--- config.mk ---
export PLATFORM = sky130hd
export DESIGN_NAME = text_and_jpeg_stream_splitter
export DESIGN_NICKNAME = d
export VERILOG_FILES = /design/src/hdl/tjs_pkg.sv /design/src/hdl/tjs_in_stage.sv /design/src/hdl/tjs_core.sv /design/src/hdl/tjs_out_stage.sv /design/src/hdl/text_and_jpeg_stream_splitter.sv
export VERILOG_INCLUDE_DIRS = /design/src /design/src/hdl
export SDC_FILE = /design/constraint.sdc
export NUM_CORES = 1
export LEC_CHECK = 0
export BUFFER_PORTS_ARGS = -buffer_cell sky130_fd_sc_hd__buf_2
export CAP_MARGIN = 0
export CORE_UTILIZATION = 50
export CTS_CLUSTER_SIZE = 14
export DETAILED_ROUTE_END_ITERATION = 7
export GPL_TIMING_DRIVEN = 1
export PLACE_DENSITY = 0.7
export SLEW_MARGIN = 20
export SYNTH_ARGS = -nofsm -noshare
export SYNTH_HDL_FRONTEND = slang
export SYNTH_SLANG_ARGS = --single-unit
--- constraint.sdc ---
create_clock -name clock -period 7.72 [get_ports clock]
set_clock_uncertainty 0.05 [all_clocks]
set_input_delay 0.772 -clock clock [delete_from_list [all_inputs] [get_ports clock]]
set_output_delay 0.772 -clock clock [all_outputs]
set_load 0.1 [all_outputs]
--- src/hdl/text_and_jpeg_stream_splitter_defines.svh ---
// ----------------------------------------------------------------------------
// text and jpeg stream splitter assertion macros
// shared property forms for the splitter checks
// ----------------------------------------------------------------------------
`ifndef TEXT_AND_JPEG_STREAM_SPLITTER_DEFINES_SVH
`define TEXT_AND_JPEG_STREAM_SPLITTER_DEFINES_SVH

// antecedent implies consequent on the same edge
`define TJS_ASSERT_IMPLIES(lbl, ante, cons, msg) \
   lbl: assert property (@(posedge clock) disable iff (reset) (ante) |-> (cons)) \
      else $error(msg);

// condition never holds
`define TJS_ASSERT_NEVER(lbl, cond, msg) \
   lbl: assert property (@(posedge clock) disable iff (reset) !(cond)) \
      else $error(msg);

`endif

--- src/hdl/tjs_pkg.sv ---
// ----------------------------------------------------------------------------
// tjs_pkg
// shared types, constants and character helpers of the stream splitter
// ----------------------------------------------------------------------------
package tjs_pkg;

   localparam int BYTE_BITS        = 8;
   localparam int LEN_BITS         = 24;
   localparam int FRAME_COUNT_BITS = 32;
   localparam int FRAMES_DONE_BITS = 32;
   localparam int MARK_LEN         = 11;
   localparam int POS_BITS         = 4;

   localparam logic [LEN_BITS-1:0]  LEN_MAX         = '1;
   localparam logic [LEN_BITS-1:0]  RESET_MAX_IMAGE = 24'd10485760;
   localparam logic [POS_BITS-1:0]  MARK_LEN_POS    = POS_BITS'(MARK_LEN);

   localparam logic [BYTE_BITS-1:0] CHAR_NEWLINE = 8'h0A;
   localparam logic [BYTE_BITS-1:0] CHAR_TAB     = 8'h09;
   localparam logic [BYTE_BITS-1:0] CHAR_VTAB    = 8'h0B;
   localparam logic [BYTE_BITS-1:0] CHAR_FFEED   = 8'h0C;
   localparam logic [BYTE_BITS-1:0] CHAR_CR      = 8'h0D;
   localparam logic [BYTE_BITS-1:0] CHAR_SPACE   = 8'h20;
   localparam logic [BYTE_BITS-1:0] JPEG_PREFIX  = 8'hFF;
   localparam logic [BYTE_BITS-1:0] JPEG_EOI     = 8'hD9;

   // byte held in the input register
   typedef struct packed {
      logic                 valid;
      logic [BYTE_BITS-1:0] rx_byte;
   } item_type;

   // one result item
   typedef struct packed {
      logic                        byte_class;
      logic [BYTE_BITS-1:0]        data_out;
      logic                        line_end;
      logic                        line_not_blank;
      logic                        marker_seen;
      logic                        image_end;
      logic                        overflow;
      logic [FRAMES_DONE_BITS-1:0] frames_done;
   } result_type;

   // "ACK IMG END"
   function automatic logic [BYTE_BITS-1:0] mark_char(input logic [POS_BITS-1:0] pos);
      logic [BYTE_BITS-1:0] ch;
      case (pos)
         4'd0:    ch = 8'h41;
         4'd1:    ch = 8'h43;
         4'd2:    ch = 8'h4B;
         4'd3:    ch = 8'h20;
         4'd4:    ch = 8'h49;
         4'd5:    ch = 8'h4D;
         4'd6:    ch = 8'h47;
         4'd7:    ch = 8'h20;
         4'd8:    ch = 8'h45;
         4'd9:    ch = 8'h4E;
         4'd10:   ch = 8'h44;
         default: ch = 8'h00;
      endcase
      return ch;
   endfunction

   function automatic logic is_blank(input logic [BYTE_BITS-1:0] c);
      return c inside {CHAR_SPACE, CHAR_TAB, CHAR_NEWLINE, CHAR_VTAB, CHAR_FFEED, CHAR_CR};
   endfunction

endpackage

--- src/hdl/tjs_in_stage.sv ---
// ----------------------------------------------------------------------------
// tjs_in_stage
// input register of the splitter, takes one byte per cycle unless the held byte is stalled
// ----------------------------------------------------------------------------
module tjs_in_stage
   import tjs_pkg::*;
(
   input  logic                 clock,
   input  logic                 reset,
   input  logic                 req_valid,
   output logic                 req_ready,
   input  logic [BYTE_BITS-1:0] req_rx_byte,
   input  logic                 advance,
   output item_type             item
);

   logic                 valid_ff, valid_in;
   logic [BYTE_BITS-1:0] byte_ff, byte_in;
   logic                 load;

   // free when empty or when the held byte moves on this cycle
   assign req_ready = !valid_ff || advance;
   assign load      = req_valid && req_ready;

   always_comb begin
      valid_in = valid_ff;
      byte_in  = byte_ff;
      if (load) begin
         valid_in = 1'b1;
         byte_in  = req_rx_byte;
      end else if (advance) begin
         valid_in = 1'b0;
      end
   end

   always_ff @(posedge clock) begin
      if (reset) begin
         valid_ff <= 1'b0;
      end else begin
         valid_ff <= valid_in;
      end
   end

   always_ff @(posedge clock) begin
      byte_ff <= byte_in;
   end

   assign item.valid   = valid_ff;
   assign item.rx_byte = byte_ff;

endmodule

--- src/hdl/tjs_core.sv ---
// ----------------------------------------------------------------------------
// tjs_core
// line tracking, image counting and the byte limit register
// ----------------------------------------------------------------------------
module tjs_core
   import tjs_pkg::*;
(
   input  logic                clock,
   input  logic                reset,
   input  logic                csr_write_enable,
   input  logic [LEN_BITS-1:0] csr_write_data,
   input  item_type            item,
   input  logic                advance,
   output result_type          result
);

   logic [LEN_BITS-1:0]         max_len_ff, max_len_in;
   logic                        in_image_ff, in_image_in;
   logic [POS_BITS-1:0]         pos_ff, pos_in;
   logic                        broken_ff, broken_in;
   logic                        saw_ff, saw_in;
   logic                        prev_ff_ff, prev_ff_in;
   logic [LEN_BITS-1:0]         len_ff, len_in;
   logic [FRAME_COUNT_BITS-1:0] frame_ff, frame_in;
   logic [LEN_BITS-1:0]         len_inc;
   logic [BYTE_BITS-1:0]        c;

   assign c       = item.rx_byte;
   assign len_inc = (len_ff != LEN_MAX) ? len_ff + 1'b1 : len_ff;
   assign max_len_in = csr_write_enable ? csr_write_data : max_len_ff;

   always_comb begin
      in_image_in = in_image_ff;
      pos_in      = pos_ff;
      broken_in   = broken_ff;
      saw_in      = saw_ff;
      prev_ff_in  = prev_ff_ff;
      len_in      = len_ff;
      frame_in    = frame_ff;

      result                = '0;
      result.data_out       = c;

      if (in_image_ff) begin
         result.byte_class = 1'b1;
         if (prev_ff_ff && c == JPEG_EOI) begin
            // end of image marker beats the limit
            result.image_end = 1'b1;
            frame_in    = frame_ff + 1'b1;
            in_image_in = 1'b0;
            len_in      = '0;
            prev_ff_in  = 1'b0;
            pos_in      = '0;
            broken_in   = 1'b0;
            saw_in      = 1'b0;
         end else if (len_inc > max_len_ff) begin
            result.overflow = 1'b1;
            in_image_in = 1'b0;
            len_in      = '0;
            prev_ff_in  = 1'b0;
            pos_in      = '0;
            broken_in   = 1'b0;
            saw_in      = 1'b0;
         end else begin
            len_in     = len_inc;
            prev_ff_in = (c == JPEG_PREFIX);
         end
      end else if (c == CHAR_NEWLINE) begin
         result.line_end       = 1'b1;
         result.line_not_blank = saw_ff;
         result.marker_seen    = (pos_ff >= MARK_LEN_POS) && !broken_ff;
         pos_in    = '0;
         broken_in = 1'b0;
         saw_in    = 1'b0;
         if (result.marker_seen) begin
            in_image_in = 1'b1;
            len_in      = '0;
            prev_ff_in  = 1'b0;
         end
      end else if (saw_ff || !is_blank(c)) begin
         saw_in = 1'b1;
         if (!broken_ff && pos_ff < MARK_LEN_POS) begin
            if (c == mark_char(pos_ff)) begin
               pos_in = pos_ff + 1'b1;
            end else begin
               broken_in = 1'b1;
            end
         end
      end

      result.frames_done = FRAMES_DONE_BITS'(frame_in);
   end

   always_ff @(posedge clock) begin
      if (reset) begin
         max_len_ff <= RESET_MAX_IMAGE;
      end else begin
         max_len_ff <= max_len_in;
      end
   end

   always_ff @(posedge clock) begin
      if (reset) begin
         in_image_ff <= 1'b0;
         pos_ff      <= '0;
         broken_ff   <= 1'b0;
         saw_ff      <= 1'b0;
         prev_ff_ff  <= 1'b0;
         len_ff      <= '0;
         frame_ff    <= '0;
      end else if (advance) begin
         in_image_ff <= in_image_in;
         pos_ff      <= pos_in;
         broken_ff   <= broken_in;
         saw_ff      <= saw_in;
         prev_ff_ff  <= prev_ff_in;
         len_ff      <= len_in;
         frame_ff    <= frame_in;
      end
   end

endmodule

--- src/hdl/tjs_out_stage.sv ---
// ----------------------------------------------------------------------------
// tjs_out_stage
// result register of the splitter
// ----------------------------------------------------------------------------
module tjs_out_stage
   import tjs_pkg::*;
(
   input  logic       clock,
   input  logic       reset,
   input  logic       load,
   input  result_type result,
   output logic       free,
   output logic       rsp_valid,
   input  logic       rsp_ready,
   output result_type rsp
);

   logic       valid_ff, valid_in;
   result_type rsp_ff, rsp_in;

   // empty, or the held result leaves this cycle
   assign free = !valid_ff || rsp_ready;

   always_comb begin
      valid_in = valid_ff;
      rsp_in   = rsp_ff;
      if (load) begin
         valid_in = 1'b1;
         rsp_in   = result;
      end else if (rsp_ready) begin
         valid_in = 1'b0;
      end
   end

   always_ff @(posedge clock) begin
      if (reset) begin
         valid_ff <= 1'b0;
      end else begin
         valid_ff <= valid_in;
      end
   end

   always_ff @(posedge clock) begin
      rsp_ff <= rsp_in;
   end

   assign rsp_valid = valid_ff;
   assign rsp       = rsp_ff;

endmodule

--- src/hdl/text_and_jpeg_stream_splitter.sv ---
// ----------------------------------------------------------------------------
// text_and_jpeg_stream_splitter
// splits a serial byte stream into text lines and jpeg image data
// ----------------------------------------------------------------------------
// one byte per transfer in, one result per transfer out, one byte per clock
// sustained while the receiver is ready; a taken byte is held in the input
// register, and the line and image state is updated as it moves into the
// result register, where rsp_valid marks it. a stalled receiver holds the
// result register; the input register still takes one more byte, then
// req_ready drops until the held result leaves. text lines that begin (after
// leading whitespace) with "ACK IMG END" switch to image mode; FF D9 or a
// byte count above csr_write_data's limit goes back to text mode. the limit
// resets to 10485760; the user must write it only while no byte is in
// flight, as the block itself does not enforce this.
`include "text_and_jpeg_stream_splitter_defines.svh"

module text_and_jpeg_stream_splitter
   import tjs_pkg::*;
(
   input  logic                        clock,
   input  logic                        reset,
   // byte input channel
   input  logic                        req_valid,
   output logic                        req_ready,
   input  logic [BYTE_BITS-1:0]        req_rx_byte,
   // result channel
   output logic                        rsp_valid,
   input  logic                        rsp_ready,
   output logic                        rsp_byte_class,
   output logic [BYTE_BITS-1:0]        rsp_data_out,
   output logic                        rsp_line_end,
   output logic                        rsp_line_not_blank,
   output logic                        rsp_marker_seen,
   output logic                        rsp_image_end,
   output logic                        rsp_overflow,
   output logic [FRAMES_DONE_BITS-1:0] rsp_frames_done,
   // image byte limit register
   input  logic                        csr_write_enable,
   input  logic [LEN_BITS-1:0]         csr_write_data
);

   item_type   item;
   result_type result;
   result_type rsp;
   logic       out_free;
   logic       advance;

   // a held byte moves on whenever the result register can take it
   assign advance = item.valid && out_free;

   tjs_in_stage u_in_stage (
      .clock       (clock),
      .reset       (reset),
      .req_valid   (req_valid),
      .req_ready   (req_ready),
      .req_rx_byte (req_rx_byte),
      .advance     (advance),
      .item        (item)
   );

   // all per-byte decisions and the tracking state
   tjs_core u_core (
      .clock            (clock),
      .reset            (reset),
      .csr_write_enable (csr_write_enable),
      .csr_write_data   (csr_write_data),
      .item             (item),
      .advance          (advance),
      .result           (result)
   );

   tjs_out_stage u_out_stage (
      .clock     (clock),
      .reset     (reset),
      .load      (advance),
      .result    (result),
      .free      (out_free),
      .rsp_valid (rsp_valid),
      .rsp_ready (rsp_ready),
      .rsp       (rsp)
   );

   // unpack the result register onto the ports
   assign rsp_byte_class     = rsp.byte_class;
   assign rsp_data_out       = rsp.data_out;
   assign rsp_line_end       = rsp.line_end;
   assign rsp_line_not_blank = rsp.line_not_blank;
   assign rsp_marker_seen    = rsp.marker_seen;
   assign rsp_image_end      = rsp.image_end;
   assign rsp_overflow       = rsp.overflow;
   assign rsp_frames_done    = rsp.frames_done;

   // text results never carry image flags
   `TJS_ASSERT_IMPLIES(a_text_no_image_flags, rsp_valid && !rsp_byte_class, !rsp_image_end && !rsp_overflow, "image flag on a text byte")
   // line end only on a text newline
   `TJS_ASSERT_IMPLIES(a_line_end_newline, rsp_valid && rsp_line_end, !rsp_byte_class && rsp_data_out == CHAR_NEWLINE, "line end on a byte that is not a text newline")
   // a marker line is a non-blank line end
   `TJS_ASSERT_IMPLIES(a_marker_line, rsp_valid && rsp_marker_seen, rsp_line_end && rsp_line_not_blank, "marker seen without a non-blank line end")
   // end marker and overflow exclude each other
   `TJS_ASSERT_NEVER(a_end_or_overflow, rsp_valid && rsp_image_end && rsp_overflow, "image end and overflow on the same byte")

endmodule
## After elaboration in Yosys (flattened, before gate mapping)

Memories as Yosys holds them, arrays and structs flattened. A register that Yosys moved wholly into a read port is not among the register bits.
Index checks and enable logic that the tools add are counted.

- Add/subtract/negate cells: 3
- $mul: 0
- Divide/modulo/power cells: 0
- Order comparisons: 3
- Eq/ne operators: 12
- Shifts and indexed selects: 0
- Muxes and demuxes: 49
- Bitwise gates (word level): 2
- Reduce and logical (&&, ||, !) cells: 26

Operators by type and width:

| kind | number |
|---|---|
| 24-bit 2-to-1 mux | 6 |
| 32-bit 2-to-1 mux | 2 |
| 8-bit by 4-bit equality test with 1-bit output (second input constant) | 5 |
| 4-bit 2-to-1 mux | 9 |
| 32-bit by 1-bit adder with 32-bit output (second input constant) | 1 |
| 8-bit 2-to-1 mux | 4 |
| 1-bit 2-to-1 mux | 27 |
| 24-bit by 1-bit adder with 24-bit output (second input constant) | 1 |
| 24-bit > comparator | 1 |
| 24-bit inequality test (second input constant) | 1 |
| 8-bit equality test (second input constant) | 2 |
| 5-bit AND reduction | 2 |
| 3-bit nonzero test | 3 |
| 8-bit by 6-bit equality test with 1-bit output (second input constant) | 1 |
| 8-bit equality test | 1 |
| 2-bit nonzero test | 4 |
| 3-bit AND reduction | 2 |
| 6-bit nonzero test | 1 |
| 1-bit logical AND | 5 |
| 4-bit by 1-bit adder with 4-bit output (second input constant) | 1 |
| 4-bit >= comparator (second input constant) | 1 |
| 1-bit logical NOT | 4 |
| 4-bit < comparator (second input constant) | 1 |
| 2-bit OR reduction | 2 |
| other kinds (5) | 8 |

- Register bits after elaboration: 144
- Bits in latches: 0
- RAM bits: 0
- Memory bits (read-only): 96
- Input bits: 37
- Output and inout port bits: 48
- Logic and storage cells: 115
- Memories kept: 1

Memory list:

| name | words | width | read ports | clocked after memory_dff | write ports | line | source |
|---|---|---|---|---|---|---|---|
| (name not given) | 16 | 6 | 1 | 1 | 0 | tjs_pkg.sv:48 | `case (pos)` |

## Depth between registers and ports, before layout

- Depth after elaboration: 15
- Mapped depth: 20
- Gate-level depth less buffers: 19

## Cells and area by module

From an unflattened synthesis, not the netlist that was laid out.

- Cell total of the unflattened synthesis: 806
- Area, all modules: 7747.4 um^2

Modules (own cells, without submodules):

| module | times used | cells an instance | area each (um^2) | sequential area each (um^2) |
|---|---|---|---|---|
| tjs_core | 1 | 741 | 6010.8 | 1881.8 |
| tjs_out_stage | 1 | 50 | 1427.6 | 1401.3 |
| tjs_in_stage | 1 | 14 | 302.8 | 260.2 |
| text_and_jpeg_stream_splitter | 1 | 1 | 6.3 | 0.0 |

## Worst setup path before layout

Ideal clock, no wire load.

- Path kind: register to register
- From: reg u_core.len_ff[7]
- To: reg with a tool-made name
- Setup time: 0.114 ns
- Arrival time: 4.227 ns
- Required time: 7.556 ns
- Path slack: 3.329 ns
- Cell stages (with the launch flop): 19
- Buffers on the path: 1
- Clock period less this slack: 4.391 ns
- Path through: dfxtp_1 > and3_1 > nand4_1 > nor4_1 > nor3_1 > and3_1 > clkbuf_1 > and3_1 > xor2_1 > ha_1 > nand4_1 > nor4_1 > o31a_1 > o211ai_1 > a21oi_1 > nor2_1 > ha_1 > nor4b_1 > a21o_1

RTL lines:

| item | line | source |
|---|---|---|
| from (decl) | tjs_core.sv:23 | `logic [LEN_BITS-1:0] len_ff, len_in;` |
| from (signal assigned) | tjs_core.sv:117 | `len_ff <= len_in;` |

## Worst setup path after layout

- From: reg u_core.len_ff[7]
- To: reg u_core.len_ff[7]

- Longest elaborated chain between the ends: 6
- Elaborated cells on any way between the ends: 7
- Classes of those cells: add/sub: 1; order compare: 1; eq/ne: 1; mux: 4

RTL lines:

| item | line | source |
|---|---|---|
| 24-bit by 1-bit adder with 24-bit output / 24-bit inequality test (equally long branches) | tjs_core.sv:29 | `assign len_inc = (len_ff != LEN_MAX) ? len_ff + 1'b1 : len_ff;` |
| 24-bit 2-to-1 mux (*) | tjs_core.sv:29 |  |
| 24-bit > comparator | tjs_core.sv:56 | `end else if (len_inc > max_len_ff) begin` |
| 24-bit 2-to-1 mux (*) | tjs_core.sv:56 |  |
| 24-bit 2-to-1 mux (*) | tjs_core.sv:46 | `if (prev_ff_ff && c == JPEG_EOI) begin` |
| 24-bit 2-to-1 mux (*) | tjs_core.sv:44 | `if (in_image_ff) begin` |

Every way passes the cells marked *; elsewhere a longest branch is shown, timed or not.
A chain may end at the register's enable or synchronous reset.

==> key figures <==
Routing
  • WL/cell: roughly 15 um
  • Residual DRC count: 0
  • Via count: around 5700
  • Final ANT Viol Nets: 0
  • Routed vias/inst: 5.48
  • Iter 0 DRT Violations: 370
  • Drt first pass iters: 5
  • Drt total wl: 15.2 mm

Worst setup path
  • CP endpoint kind: register
  • Most frequent CP cell: and3_1
  • CP max-delay cell: nor4_1
  • Crit path max-delay family: simple AND/OR/NAND/NOR gates
  • Crit Path Category: register to register
  • Worst path arrival time: 5.66 ns
  • Slowest stage delay, CP: 0.80 ns
  • Startpoint types: register
  • Worst path cell trace: and3_1 -> nand4_1 -> nor4_1 -> nor3_1 -> and3_1 -> and3_1 -> xor2_1 -> ha_1 -> nand4_1 -> nor3_1 -> a21oi_1 -> o21ai_0 -> o21ai_0 -> nand2b_1 -> nor2_2 -> nand3b_1 -> a21oi_1
  • CP Buf/Inv Count: 0
  • CP Data Required Time: 8.02 ns
  • Crit Path Max Fanout: 18

GRT
  • Largest net degree at the start of global routing: 92
  • Initial antenna violation count: 0
  • Gr ovfl total: 0
  • Overall Global Routing Usage: 20.9%
  • Vias in the first global route: 5366
  • First-pass GRT wire length: 24.5 mm

Logic synthesis
  • Top-area cell type share of the netlist area: 26.0%
  • Yosys cell types: between 50 and 60
  • Ranking of synthesized cells by area: dfxtp_1, edfxtp_1, nor2_1
  • Count leader, synth: nor2_1
  • Register area share after synthesis: 47.9%
  • Yosys reg bits: 150
  • Prevailing post-synth register cell: dfxtp_1
  • Post-synth top cells: nor2_1, dfxtp_1, edfxtp_1
  • Synth async-reset ratio: 0%
  • Syn_nets: 837
  • Mapped Area: 7400 um^2
  • Yosys top cell by area: dfxtp_1
  • Syn Area/Cell: 9.60 um^2
  • Yosys warnings: 0
  • Instance count of the mapped netlist: 770
  • EDFF count, synth: 54

Clocking
  • Clock root buffer: clkbuf_16
  • CTS tree: yes
  • Clk Latency, worst-skew pair: between 0.4 and 0.5 ns
  • # H-tree levels: 4
  • Post-cts resize count: 0
  • CTS Buf Count: 17
  • Clock sink count: 150
  • Clock slew at reported path FFs: 0.06 ns
  • Total setup buffers inserted after CTS: 0
  • CTS Hold Bufs: 0
  • Clock Tree Buf Depth: 2

Timing
  • RSZ-0062 raised after global routing: no
  • Final Worst Setup Slack: ~2.4 ns
  • Achievable Freq: 0.187 GHz
  • Worst slew pin tran: 0.978 ns
  • Setup TNS: 0 ns
  • Final worst path period share: 69.4%
  • Final setup fails: 0
  • Worst slew margin: 34.8%
  • Final hold viol count: 0
  • Pins over their slew limit: 0
  • Fin crit period: roughly 5.4 ns

Job
  • Maxcap violations: 0

Die
  • Initial Util: 51.1%
  • Die span in x: 124 um
  • I/O pins: 85
  • # rows: 44
  • Die height: about 120 um
  • Core box area: 14500 um^2
  • Die Area: 15300 um^2

Power
  • Internal power: around 1.4 mW
  • Psw: 472 uW
  • Sw Share: about a quarter
  • Max IR drop VDD: approximately 0.00017 V
  • Pwr dens: roughly 210 nW/um^2
  • Clk pwr share: approximately 43%
  • Leakage dissipation: 3.42 nW
  • Seq pwr share: 47.0%
  • Gate power share: 9.8%

Final layout
  • N_diodes: 0
  • Area Growth Syn to Fin: 15.3%
  • Share of layout cells above drive strength 1: 15.5%
  • Final nets: 912
  • Finished Layout Cells: ~1000
  • Fillers: 1257

Placed design
  • Number of port buffers: 84
  • HPWL after DPL: 10.7 mm
  • Post-placement cell count: 1010
  • Placement Setup Slack: 2.13 ns
  • GP Congestion: around 0.91

Worst hold path
  • Hold Crit Class: register to register

Status
  • Status: finished clean
==> placed cells by master (no fill, tap or decap), drive strengths merged, types with 6 or more instances in the layout <==
cell type | synthesis | layout
mux2i | 23 | 23
or3 | 10 | 10
a22oi | 9 | 9
and2 | 11 | 11
a21oi | 46 | 46
and3 | 9 | 9
a21o | 6 | 6
xor2 | 42 | 42
clkbuf | 28 | 21
nand4 | 26 | 26
edfxtp | 54 | 54
nand3b | 6 | 6
nor4 | 13 | 13
ha | 30 | 30
dfxtp | 96 | 96
nand3 | 29 | 29
xnor2 | 40 | 40
nand2 | 53 | 53
inv | 33 | 38
buf | 3 | 87
o21ai | 24 | 24
nand2b | 7 | 7
nor3 | 14 | 14
nor2 | 111 | 111
==> cell families (layout without fill, tap and decap cells) <==
logic type	count (synthesis)	count (layout)	synth area share, %
AOI/OAI and AO/OA	107	107	8.59
xor gates and xnor gates	82	82	9.71
adders and majority gates	30	30	5.08
buffers and inverters	64	152	3.27
DFF	150	150	47.9
muxes	26	26	3.57
and+or+nand+nor	311	311	21.9
==> power groups by stage <==
stage	combinational [mW]	sequential, mW	clock, mW
after floorplan	0.0575	0.955	0
after global placement	0.176	0.872	0
after detailed placement	0.179	0.873	0
after CTS	0.179	0.856	0.802
after global routing	0.190	0.859	0.832
final	0.178	0.856	0.789
==> worst register-to-register path, stage by stage (launching register included) <==
cell,delay [ns]
dfxtp_1,0.41
and3_1,0.27
nand4_1,0.14
nor4_1,0.80
nor3_1,0.22
and3_1,0.34
and3_1,0.25
xor2_1,0.15
ha_1,0.30
nand4_1,0.17
nor3_1,0.07
a21oi_1,0.13
o21ai_0,0.14
o21ai_0,0.25
nand2b_1,0.46
nor2_2,0.80
nand3b_1,0.17
a21oi_1,0.16
==> state kept, by name (all words and copies together), names as in the netlist, named ones only <==
signal	flops
u_out_stage.rsp	46
u_core.frame_ff	32
u_core.len_ff	24
u_core.max_len_ff	24
u_in_stage.byte_ff	8
u_core.pos_ff	4
u_core.broken_ff	1
u_core.in_image_ff	1
u_core.prev_ff_ff	1
u_core.saw_ff	1
u_in_stage.valid_ff	1
u_out_stage.rsp_valid	1
==> cell type report <==
class                   instances  area [um^2]  share of cell area, %
multi-input cells             556         3620                   42.4
flip-flops and latches        150         3540                   41.6
clock buffers                  21          472                   5.53
repair buffers                 87          443                   5.20
well taps                     184          230                   2.70
inverters                      33          124                   1.45
clock inverters                11         95.1                   1.12
==> per-stage QoR <==
| stage | utilization (%) | cell area (um^2) | power, mW | hold WS (ns) |
|---|---|---|---|---|
| finish | 58.9 | 8520 | 1.82 | 0.440 |
| global route | 58.9 | 8520 | 1.88 | 0.461 |
| CTS | 58.9 | 8520 | 1.84 | 0.446 |
| detailed placement | 54.9 | 7960 | 1.05 | 0.433 |
| global placement | 54.9 | 7960 | 1.05 | 0.424 |
| floorplan | - | 7400 | 1.01 | 0.408 |
==> metal layers <==
layer  global-route usage (%)  wire, um
met1                     24.3      6710
met2                     35.6      7480
met3                     5.22       617
met4                     10.4       400
met5                        0         0
==> path summary, 6_finish.rpt <==
kind                            slack (ns)                  from  cells after the start              endpoint
worst max register to register        2.36      u_core.len_ff[7]                     17      u_core.len_ff[7]
worst min-delay path                  0.44  u_core.max_len_ff[4]                      2  u_core.max_len_ff[4]
worst min register to register        0.44  u_core.max_len_ff[4]                      2  u_core.max_len_ff[4]
worst max-delay path                  2.36      u_core.len_ff[7]                     17      u_core.len_ff[7]
No activity file was read; power rests on OpenSTA's default activity.
